<file path="src/hdl/bbt_pkg.sv">
// ----------------------------------------------------------------------------
// Bollinger band tracker package
// Shared constants, register indexes, controller states and the command and
// status groups that pass between the controller and the datapath.
// ----------------------------------------------------------------------------
package bbt_pkg;

  localparam int MAX_WINDOW_DEF = 64;
  localparam int PRICE_BITS_DEF = 24;

  localparam int PRICE_W    = 24;
  localparam int LEN_REG_W  = 7;
  localparam int MULT_W     = 12;
  localparam int MULT_FRAC  = 8;
  localparam int BAND_W     = 28;
  localparam int LEN_RESET  = 20;
  localparam int MULT_RESET = 512;
  localparam int APB_ADDR_W = 3;
  localparam int APB_DATA_W = 32;

  localparam logic REG_WINDOW_LENGTH   = 1'b0;
  localparam logic REG_BAND_MULTIPLIER = 1'b1;

  typedef enum logic [3:0] {
    ST_IDLE,
    ST_UPDATE,
    ST_ACCUM,
    ST_PROD,
    ST_DIV_INIT,
    ST_DIV,
    ST_ROOT,
    ST_SCALE,
    ST_BAND,
    ST_ZERO
  } bbt_state_t;

  typedef struct packed {
    logic start;
    logic update;
    logic accum;
    logic prod_step;
    logic div_init;
    logic div_step;
    logic root_step;
    logic scale;
    logic load_band;
    logic load_zero;
  } bbt_cmd_t;

  typedef struct packed {
    logic window_full;
    logic out_free;
  } bbt_status_t;

endpackage

</file>
<file path="src/hdl/bbt_ctrl.sv">
// ----------------------------------------------------------------------------
// Bollinger band tracker controller
// Sequences the window update, the multiply, the divisions, the square root
// and the band output for one price at a time.
// ----------------------------------------------------------------------------
module bbt_ctrl #(
  parameter int LEN_STEPS  = 7,
  parameter int DIV_STEPS  = 30,
  parameter int ROOT_STEPS = 24
) (
  input  logic                clk,
  input  logic                rst,
  input  logic                price_valid,
  output logic                price_stall,
  input  bbt_pkg::bbt_status_t status,
  output bbt_pkg::bbt_cmd_t    cmd
);

  localparam int MAX_A     = (DIV_STEPS > ROOT_STEPS) ? DIV_STEPS : ROOT_STEPS;
  localparam int MAX_STEPS = (MAX_A > LEN_STEPS) ? MAX_A : LEN_STEPS;
  localparam int CNT_W     = $clog2(MAX_STEPS);

  bbt_pkg::bbt_state_t state, state_next;
  logic [CNT_W-1:0]    cnt, cnt_next;

  always_ff @(posedge clk) begin
    if (rst) begin
      state <= bbt_pkg::ST_IDLE;
      cnt   <= '0;
    end else begin
      state <= state_next;
      cnt   <= cnt_next;
    end
  end

  always_comb begin
    state_next  = state;
    cnt_next    = cnt;
    cmd         = '0;
    price_stall = 1'b1;
    case (state)
      bbt_pkg::ST_IDLE: begin
        price_stall = 1'b0;
        if (price_valid) begin
          cmd.start  = 1'b1;
          state_next = bbt_pkg::ST_UPDATE;
        end
      end
      bbt_pkg::ST_UPDATE: begin
        cmd.update = 1'b1;
        state_next = bbt_pkg::ST_ACCUM;
      end
      bbt_pkg::ST_ACCUM: begin
        cmd.accum = 1'b1;
        cnt_next  = '0;
        if (status.window_full) begin
          state_next = bbt_pkg::ST_PROD;
        end else begin
          state_next = bbt_pkg::ST_ZERO;
        end
      end
      bbt_pkg::ST_PROD: begin
        cmd.prod_step = 1'b1;
        if (cnt == CNT_W'(LEN_STEPS - 1)) begin
          cnt_next   = '0;
          state_next = bbt_pkg::ST_DIV_INIT;
        end else begin
          cnt_next = cnt + 1'b1;
        end
      end
      bbt_pkg::ST_DIV_INIT: begin
        cmd.div_init = 1'b1;
        cnt_next     = '0;
        state_next   = bbt_pkg::ST_DIV;
      end
      bbt_pkg::ST_DIV: begin
        cmd.div_step = 1'b1;
        if (cnt == CNT_W'(DIV_STEPS - 1)) begin
          cnt_next   = '0;
          state_next = bbt_pkg::ST_ROOT;
        end else begin
          cnt_next = cnt + 1'b1;
        end
      end
      bbt_pkg::ST_ROOT: begin
        cmd.root_step = 1'b1;
        if (cnt == CNT_W'(ROOT_STEPS - 1)) begin
          cnt_next   = '0;
          state_next = bbt_pkg::ST_SCALE;
        end else begin
          cnt_next = cnt + 1'b1;
        end
      end
      bbt_pkg::ST_SCALE: begin
        cmd.scale  = 1'b1;
        state_next = bbt_pkg::ST_BAND;
      end
      bbt_pkg::ST_BAND: begin
        if (status.out_free) begin
          cmd.load_band = 1'b1;
          state_next    = bbt_pkg::ST_IDLE;
        end
      end
      bbt_pkg::ST_ZERO: begin
        if (status.out_free) begin
          cmd.load_zero = 1'b1;
          state_next    = bbt_pkg::ST_IDLE;
        end
      end
      default: begin
        state_next = bbt_pkg::ST_IDLE;
      end
    endcase
  end

endmodule

</file>
<file path="config.mk">
export PLATFORM = sky130hd
export DESIGN_NAME = bbt_ctrl
export DESIGN_NICKNAME = d
export VERILOG_FILES = /design/src/hdl/bbt_pkg.sv /design/src/hdl/bbt_ctrl.sv
export SDC_FILE = /design/constraint.sdc
export NUM_CORES = 1
export LEC_CHECK = 0
export BUFFER_PORTS_ARGS = -buffer_cell sky130_fd_sc_hd__buf_2
export CAP_MARGIN = 20
export CORE_MARGIN = 4
export CORE_UTILIZATION = 50
export CTS_BUF_LIST = sky130_fd_sc_hd__clkbuf_8
export DETAILED_ROUTE_END_ITERATION = 8
export PLACE_DENSITY = 0.8
export REMOVE_ABC_BUFFERS = 1
export SLEW_MARGIN = 20
export SYNTH_ARGS = -nofsm -noshare
export SYNTH_HDL_FRONTEND = slang
export SYNTH_SLANG_ARGS = --single-unit
</file>
<file path="constraint.sdc">
create_clock -name clk -period 1.82 [get_ports clk]
set_input_delay 0.091 -clock clk [delete_from_list [all_inputs] [get_ports clk]]
set_output_delay 0.091 -clock clk [all_outputs]
set_load 0.01 [all_outputs]
</file>
# Word-level counts from Yosys, hierarchy flattened
# Cells that the tools add are included.
[classes]
n_eq_ne = 17
reduce_logical = 5
muxes = 24
add_sub_neg = 1
[op_table]
columns = ["cell", "n"]
rows = [
  ["$pmux W4 S9", 1],
  ["$mux W4", 6],
  ["$pmux W5 S4", 1],
  ["$eq A4 B3 Y1 const B", 4],
  ["$mux W5", 3],
  ["$mux W1", 13],
  ["$eq A5 B5 Y1 const B", 2],
  ["$eq A4 B2 Y1 const B", 2],
  ["$eq A4 B4 Y1 const B", 2],
  ["$ne A2 B2 Y1 const B", 4],
  ["$add A5 B1 Y5 const B", 1],
  ["$eq A5 B3 Y1 const B", 1],
  ["$reduce_and A5 Y1", 1],
  ["$eq A4 B1 Y1 const B", 1],
  ["$logic_not A4 Y1", 1],
  ["$reduce_bool A4 Y1", 1],
  ["$reduce_or A2 Y1", 2],
  ["$ne A2 B1 Y1 const B", 1],
]
[word_totals]
out_inout_bits = 11
ff_bits = 9
inputBits = 5
word_cells = 49

# Longest topological paths before layout
# Gate-level depths: netlist of run 1.
[depth]
depth_word = 4
ltp_mapped = 6
depth_no_buf = 6

# Least setup slack after synthesis of run 1
# OpenSTA, ideal clock, no wires.
[synth_timing]
kind = "register to register"
start = "register cnt[0]"
end = "register state[1]"
required_ns = 1.750
setup_time_ns = 0.070
synth_period_minus_slack_ns = 1.634
setup_slack_ns = 0.186
n_path_buf = 0
t_arrival_ns = 1.565
path_stages_with_launch = 6
cell_sequence = "dfxtp_1 -> ha_1 -> nand4_1 -> a22o_4 -> or4_1 -> a21oi_1"
[synth_between]
elab_chain_cells = 3
word_cells_on_any_way = 7
cone_classes = "6 x eq/ne; 1 x reduce/logical"
[synth_lines]
columns = ["element", "line", "text"]
rows = [
  ["start, declared", "bbt_ctrl.sv:24", "logic [CNT_W-1:0] cnt, cnt_next;"],
  ["start signal, assigned", "bbt_ctrl.sv:32", "cnt <= cnt_next;"],
  ["$eq A5 B5 Y1, or another cell as far along", "bbt_ctrl.sv:87", "if (cnt == CNT_W'(ROOT_STEPS - 1)) begin"],
  ["$ne A2 B2 Y1 (no source line)", "n/a", ""],
  ["$reduce_and A5 Y1 (no source line) (*)", "n/a", ""],
  ["end signal, assigned", "bbt_ctrl.sv:28", "state <= bbt_pkg::ST_IDLE;"],
  ["end signal, assigned", "bbt_ctrl.sv:31", "state <= state_next;"],
  ["end, declared", "bbt_ctrl.sv:23", "bbt_pkg::bbt_state_t state, state_next;"],
]
# Mark *: on every way between the ends. The rest lies on a longest branch, timed or not.
# A chain may end at the register's enable or synchronous reset.

# Worst setup path in the final report of run 1
[layout_timing]
start = "register state[2]"
end = "register state[3]"
[layout_between]
elab_chain_cells = 4
word_cells_on_any_way = 18
cone_classes = "14 x eq/ne; 1 x mux; 3 x reduce/logical"
[layout_lines]
columns = ["element", "line", "text"]
rows = [
  ["$eq A4 B4 Y1", "bbt_ctrl.sv:41", "case (state)"],
  ["$reduce_or A2 Y1 (no source line)", "n/a", ""],
  ["$ne A2 B1 Y1 (no source line)", "n/a", ""],
  ["$reduce_and A5 Y1 (no source line)", "n/a", ""],
]
# Several ways; a longest one is shown, not always the timed one.

==> results.cfg, run 1 <==
[sta]
finClkSkew_ps = 3.85
hold_viol = 0
maxSlewViolCount = 0
rsz0062_at_grt = false
period_minus_slack_ps = 1750
fmax_mhz = 570
max-slew-margin-rel = 0.687
tightest_slew_ps = 457
fin_crit_sh = 0.963
setup_tns_ps = 0
report.final.setup_viol = 0

[clocking]
cts_resized = 0
cts_buffers = 3
cts.path.max_buffers = 2
htree_levels = 1
path_clk_slew_ps = 40
clock_sinks = 9
ctsRootBufferMaster = clkbuf_8
cts_tree = built
cts_hold_buffers = 0
clk_latency_ps = 230
cts_setup_buffers = 0

[floorplanning]
die-area_um2 = 2160
ioPinCount = 16
core-area_um2 = 1350
start_util = 0.549
die_y_um = 46.5
rows = 13
die_w_um = 46.5

[power_and_ir_drop]
worst_ir_drop_vdd_mv = 0.723
combinationalPowerShare = 0.368
p_sw_frac = 0.357
powerDensity_nw_per_um2 = 887
clkPwrFrac = 0.283
intPower_mw = 0.509
p_seq_frac = 0.349
fin_total_pwr_mw = 0.791
p_leak_nw = 0.377
switchingPower_mw = 0.282

[placement]
placed_area_um2 = 842
dp.cells = 121
dp_hpwl_um = 1280
io_buffers = 15
gp_congestion = 0.943

[synthesis]
synth_area_um2 = 741
yosysSeqAreaShare = 0.243
ys_warn_count = 0
synth_seq_cells = 9
yosys.area_share.adder = 0.0507
synth_edf_count = 0
synthFlopType = dfxtp_1
synth_xor_area_frac = 0.0118
synthMuxAreaShare = 0.0135
synth-compound-area-share = 0.225
syn_inst = 89
avgSynthCellArea_um2 = 8.32
yosys.area_share.simple = 0.360
ys_async_sr_fraction = 0
synth_top_family_by_area = simple AND/OR/NAND/NOR gates
post_synth_num_cell_types = 37

[detailed_routing]
ant_nets = 0
wl_per_cell_um = 13.8
first_iter_violations = 16
firstDrtPassIters = 4
drc_errors = 0
drt_wl_total_um = 1730
dr_total_vias = 766
routed_via_density = 6.13

[setup_path]
startpoint_type = flop
critPathMaxFanout = 11
arrival_ps = 1840
worst_setup_path_end_kind = flop
setup.worst_path.class = flop to flop
worstPathRequired_ps = 1900

[layout]
fin_area_um2 = 892
fin_cells = 125
antennaDiodeCount = 0
final_cell_mix = buf_2, a21oi_1, buf_4
layout.nets = 119
syn_to_final_growth_pct = 20.4
drive_gt1_frac = 0.327
utilization = 0.661
final_common_cell = buf_2

[global_routing]
grt_pass1_vias = 640
grt.total_usage = 0.184
grt_max_degree = 13
grt_pass1_wl_um = 2780
antenna_found_initial = 0
grt-ovfl-total = 0

[status]
outcome = complete, no violations

[hold_path]
min_path_type = primary input to flop

[run]
max_cap_viol_count = 0
==> kinds of logic (layout without fill, tap and decap cells) <==
family,count (synthesis),count (layout)
buf+inv,11,32
simple gates,40,40
xor+xnor,1,1
mux,1,1
flops,9,9
fa+ha+maj,3,3
compound gates,24,24
==> registers in the layout, indices dropped and copies added, names as in the netlist <==
register,count
cnt,5
state,4
==> power groups by stage <==
stage | clock, mW | combinational, mW | sequential, mW
global placement | 0 | 0.282 | 0.271
CTS | 0.229 | 0.291 | 0.271
floorplan | 0 | 0.176 | 0.274
global route | 0.240 | 0.322 | 0.281
finish | 0.224 | 0.291 | 0.276
detailed placement | 0 | 0.288 | 0.275
==> cell usage after synthesis (2+ instances only) <==
library cell  number  area (um^2)
ha_1               3         37.5
o21ba_2            2         20.0
nand3_1            2         10.0
nand2_1            7         26.3
buf_4              2         15.0
or4_1              3         22.5
nor4b_1            2         17.5
inv_1              5         18.8
nand2b_1           3         18.8
nor2_1             3         11.3
a21oi_1            9         45.0
o22ai_1            4         25.0
nor4_1             3         18.8
nor3_1             5         25.0
dfxtp_1            9          180
and2_1             2         12.5
buf_6              3         33.8
o21ai_0            3         15.0
==> stage by stage <==
step           worst slack (ps)  hold slack, ps
2_1_floorplan              71.1             160
3_3_place_gp                134             373
3_5_place_dp               93.7             382
4_1_cts                    78.1             139
5_1_grt                    1.92             158
6_report                   66.5             138
==> layer usage <==
metal | routed length [um] | vias to the layer above | track usage
li1 | - | 379 | -
met1 | 809 | 352 | 0.243
met2 | 756 | 30 | 0.261
met3 | 130 | 5 | 0.0352
met4 | 34 | 0 | 0.136
met5 | 0 | - | 0
==> worst max-delay path: stages, from the launching register on <==
cell       delay, ps
dfxtp_1          410
or4b_2           720
a2111oi_0        480
==> area by class of cell <==
type,count,area [um^2]
tap,15,18.8
timing repair buffer,23,135
inverter,5,18.8
clock inverter,1,3.75
sequential,9,183
multi-input combinational,69,492
clock buffer,3,41.3
fill,107,458
==> path summary, 6_finish.rpt <==
| kind | from | end | slack [ps] | depth (start not counted) |
|---|---|---|---|---|
| max reg2reg | state[2]$_SDFFE_PP0P_ | state[3]$_SDFFE_PP0P_ | 70 | 2 |
| max | state[2]$_SDFFE_PP0P_ | state[3]$_SDFFE_PP0P_ | 70 | 2 |
| min reg2reg | cnt[0]$_SDFFE_PP0P_ | cnt[0]$_SDFFE_PP0P_ | 490 | 2 |
| min | rst | state[0]$_SDFFE_PP0P_ | 140 | 2 |
(Power assumes the default switching activity.)
==> run 2: changes to the inputs <==
--- a/config.mk
+++ b/config.mk
@@ -11,7 +11,7 @@
 export CORE_UTILIZATION = 50
 export CTS_BUF_LIST = sky130_fd_sc_hd__clkbuf_8
 export DETAILED_ROUTE_END_ITERATION = 8
-export PLACE_DENSITY = 0.8
+export PLACE_DENSITY = 0.83
 export REMOVE_ABC_BUFFERS = 1
 export SLEW_MARGIN = 20
 export SYNTH_ARGS = -nofsm -noshare
==> constraint.sdc (replaced) <==
create_clock -name clk -period 1.6 [get_ports clk]
set_input_delay 0.08 -clock clk [delete_from_list [all_inputs] [get_ports clk]]
set_output_delay 0.08 -clock clk [all_outputs]
set_load 0.01 [all_outputs]
==> run 2 against run 1 <==
Effect of this change: the run now ends with setup timing left; clock power is 18% higher; worst hold slack hardly changed; cell count is 13% higher; via count is 18% higher; design area is 21% higher; global-route usage is 4.7 points higher; critical path type unchanged; combinational power is 94% higher; fmax is 3.0% higher; largest power group unchanged; utilization is 14 points higher; register-to-register slack worse by 170 ps.
==> results.cfg, run 2 (synthesis results as in run 1) <==
[sta]
fin_crit_sh = 1.06
rsz0062_at_grt = true
maxSlewViolCount = 0
period_minus_slack_ps = 1700
fmax_mhz = 588
tightest_slew_ps = 433
max-slew-margin-rel = 0.711
hold_viol = 0
worst_slack_ps = -102
report.final.setup_viol = 6
finClkSkew_ps = 0.620

[floorplanning]
core-area_um2 = 1350
ioPinCount = 16
die-area_um2 = 2160
start_util = 0.549
die_y_um = 46.5
rows = 13
die_w_um = 46.5

[detailed_routing]
wl_per_cell_um = 17.2
firstDrtPassIters = 4
first_iter_violations = 60
ant_nets = 0
drt_wl_total_um = 2420
drc_errors = 0
routed_via_density = 6.39
dr_total_vias = 901

[status]
outcome = complete, but fails checks
violations = setup timing

[global_routing]
met3_usage = 0.0234
grt_pass1_wl_um = 3490
grt_use_met1 = 0.268
grt_busiest_layer = met2
antenna_found_initial = 0
grt-ovfl-total = 0
met2_usage = 0.404
grt_max_degree = 10
grt_pass1_vias = 815
grt.total_usage = 0.231

[hold_path]
min_path_type = primary input to flop

[run]
max_cap_viol_count = 0

[layout]
largestRegisters = cnt x5, state x4
layout.nets = 135
syn_to_final_growth_pct = 45.9
largest_reg_flops = 5
antennaDiodeCount = 0
final_cell_mix = buf_4, buf_2, a21oi_1
drive_gt1_frac = 0.492
final_common_cell = buf_4
regMostFlops = cnt

[setup_path]
startpoint = cnt[0]$_SDFFE_PP0P_
r2r_slack_ps = -100
worst_setup_path_end_kind = flop
slowest_delay_ps = 510
r2r_cells = 6
crit_path_end = state[1]$_SDFFE_PP0P_
startpoint_type = flop
critPathMaxFanout = 5
setup.worst_path.class = flop to flop
arrival_ps = 1870
crit_chain = inv_1 -> ha_1 -> and4bb_2 -> o221ai_4 -> or4_4 -> a21oi_2
worstPathRequired_ps = 1760
r2r-start = cnt[0]$_SDFFE_PP0P_
cp_slowest_cell = or4_4
r2r_end = state[1]$_SDFFE_PP0P_

[clocking]
cts.path.max_buffers = 2
cts_hold_buffers = 0
clk_latency_ps = 230
clock_sinks = 9
cts_tree = built
htree_levels = 1
cts_buffers = 3
ctsRootBufferMaster = clkbuf_8
path_clk_slew_ps = 50

[power_and_ir_drop]
worst_ir_drop_vdd_mv = 0.684
fin_total_pwr_mw = 1.13
powerDensity_nw_per_um2 = 1040
p_leak_nw = 0.479

[placement]
gp_congestion = 0.907
pre_cts_ws_ps = -103
io_buffers = 15
dp_hpwl_um = 1460
==> run 2: area by class of cell <==
| type | instances | area (um^2) |
|---|---|---|
| clock buffers | 3 | 41.3 |
| clock inverters | 1 | 3.75 |
| fillers | 83 | 269 |
| inverters | 5 | 18.8 |
| multi-input cells | 69 | 529 |
| flip-flops and latches | 9 | 190 |
| well taps | 15 | 18.8 |
| repair buffers | 39 | 279 |
==> run 2: repair_timing <==
| action | 4_1_cts | 5_1_grt |
|---|---|---|
| pin swaps | 5 | 3 |
| endpoints found under the setup margin | 5 | 12 |
| resized for setup | 12 | 10 |
| setup buffers | 4 | 0 |
==> run 2: worst max-delay path, delay by kind of cell, from the launching register on <==
kind	cells	cell delay (ps)
adders and majority gates	1	140
and+or+nand+nor	2	810
buffers and inverters	1	60
AOI/OAI and AO/OA	2	290
DFF	1	330
==> run 2: how the worst min path moves through the flow <==
stage,cells after the start,to,slack (ps),startpoint
floorplan,1,cnt[0]$_SDFFE_PP0P_,150,rst
global placement,2,state[1]$_SDFFE_PP0P_,360,rst
detailed placement,2,cnt[4]$_SDFFE_PP0P_,370,rst
CTS,2,state[1]$_SDFFE_PP0P_,120,rst
global route,2,state[1]$_SDFFE_PP0P_,140,rst
finish,2,state[1]$_SDFFE_PP0P_,140,rst
==> run 2: stage by stage <==
stage	hold WS, ps	cells	instance area (um^2)	utilization	setup TNS [ps]
finish	139	141	1080	0.801	-322
global route	143	141	1080	0.801	-890
detailed placement	374	133	932	0.690	-174
global placement	365	133	932	0.690	-15.7
floorplan	149	83	688	-	-885
CTS	120	141	1030	0.763	-122
==> run 2: metal layers <==
| layer | up-vias | share of wire |
|---|---|---|
| met2 | 58 | 0.50 |
| met1 | 416 | 0.36 |
| met3 | 11 | 0.093 |
| met4 | 0 | 0.042 |
| met5 | - | 0 |
| li1 | 416 | - |
==> run 2: report_power, final <==
part	internal (mW)	switching, mW	total (mW)
clock network	0.168	0.0960	0.264
registers	0.260	0.0379	0.298
logic	0.295	0.270	0.565
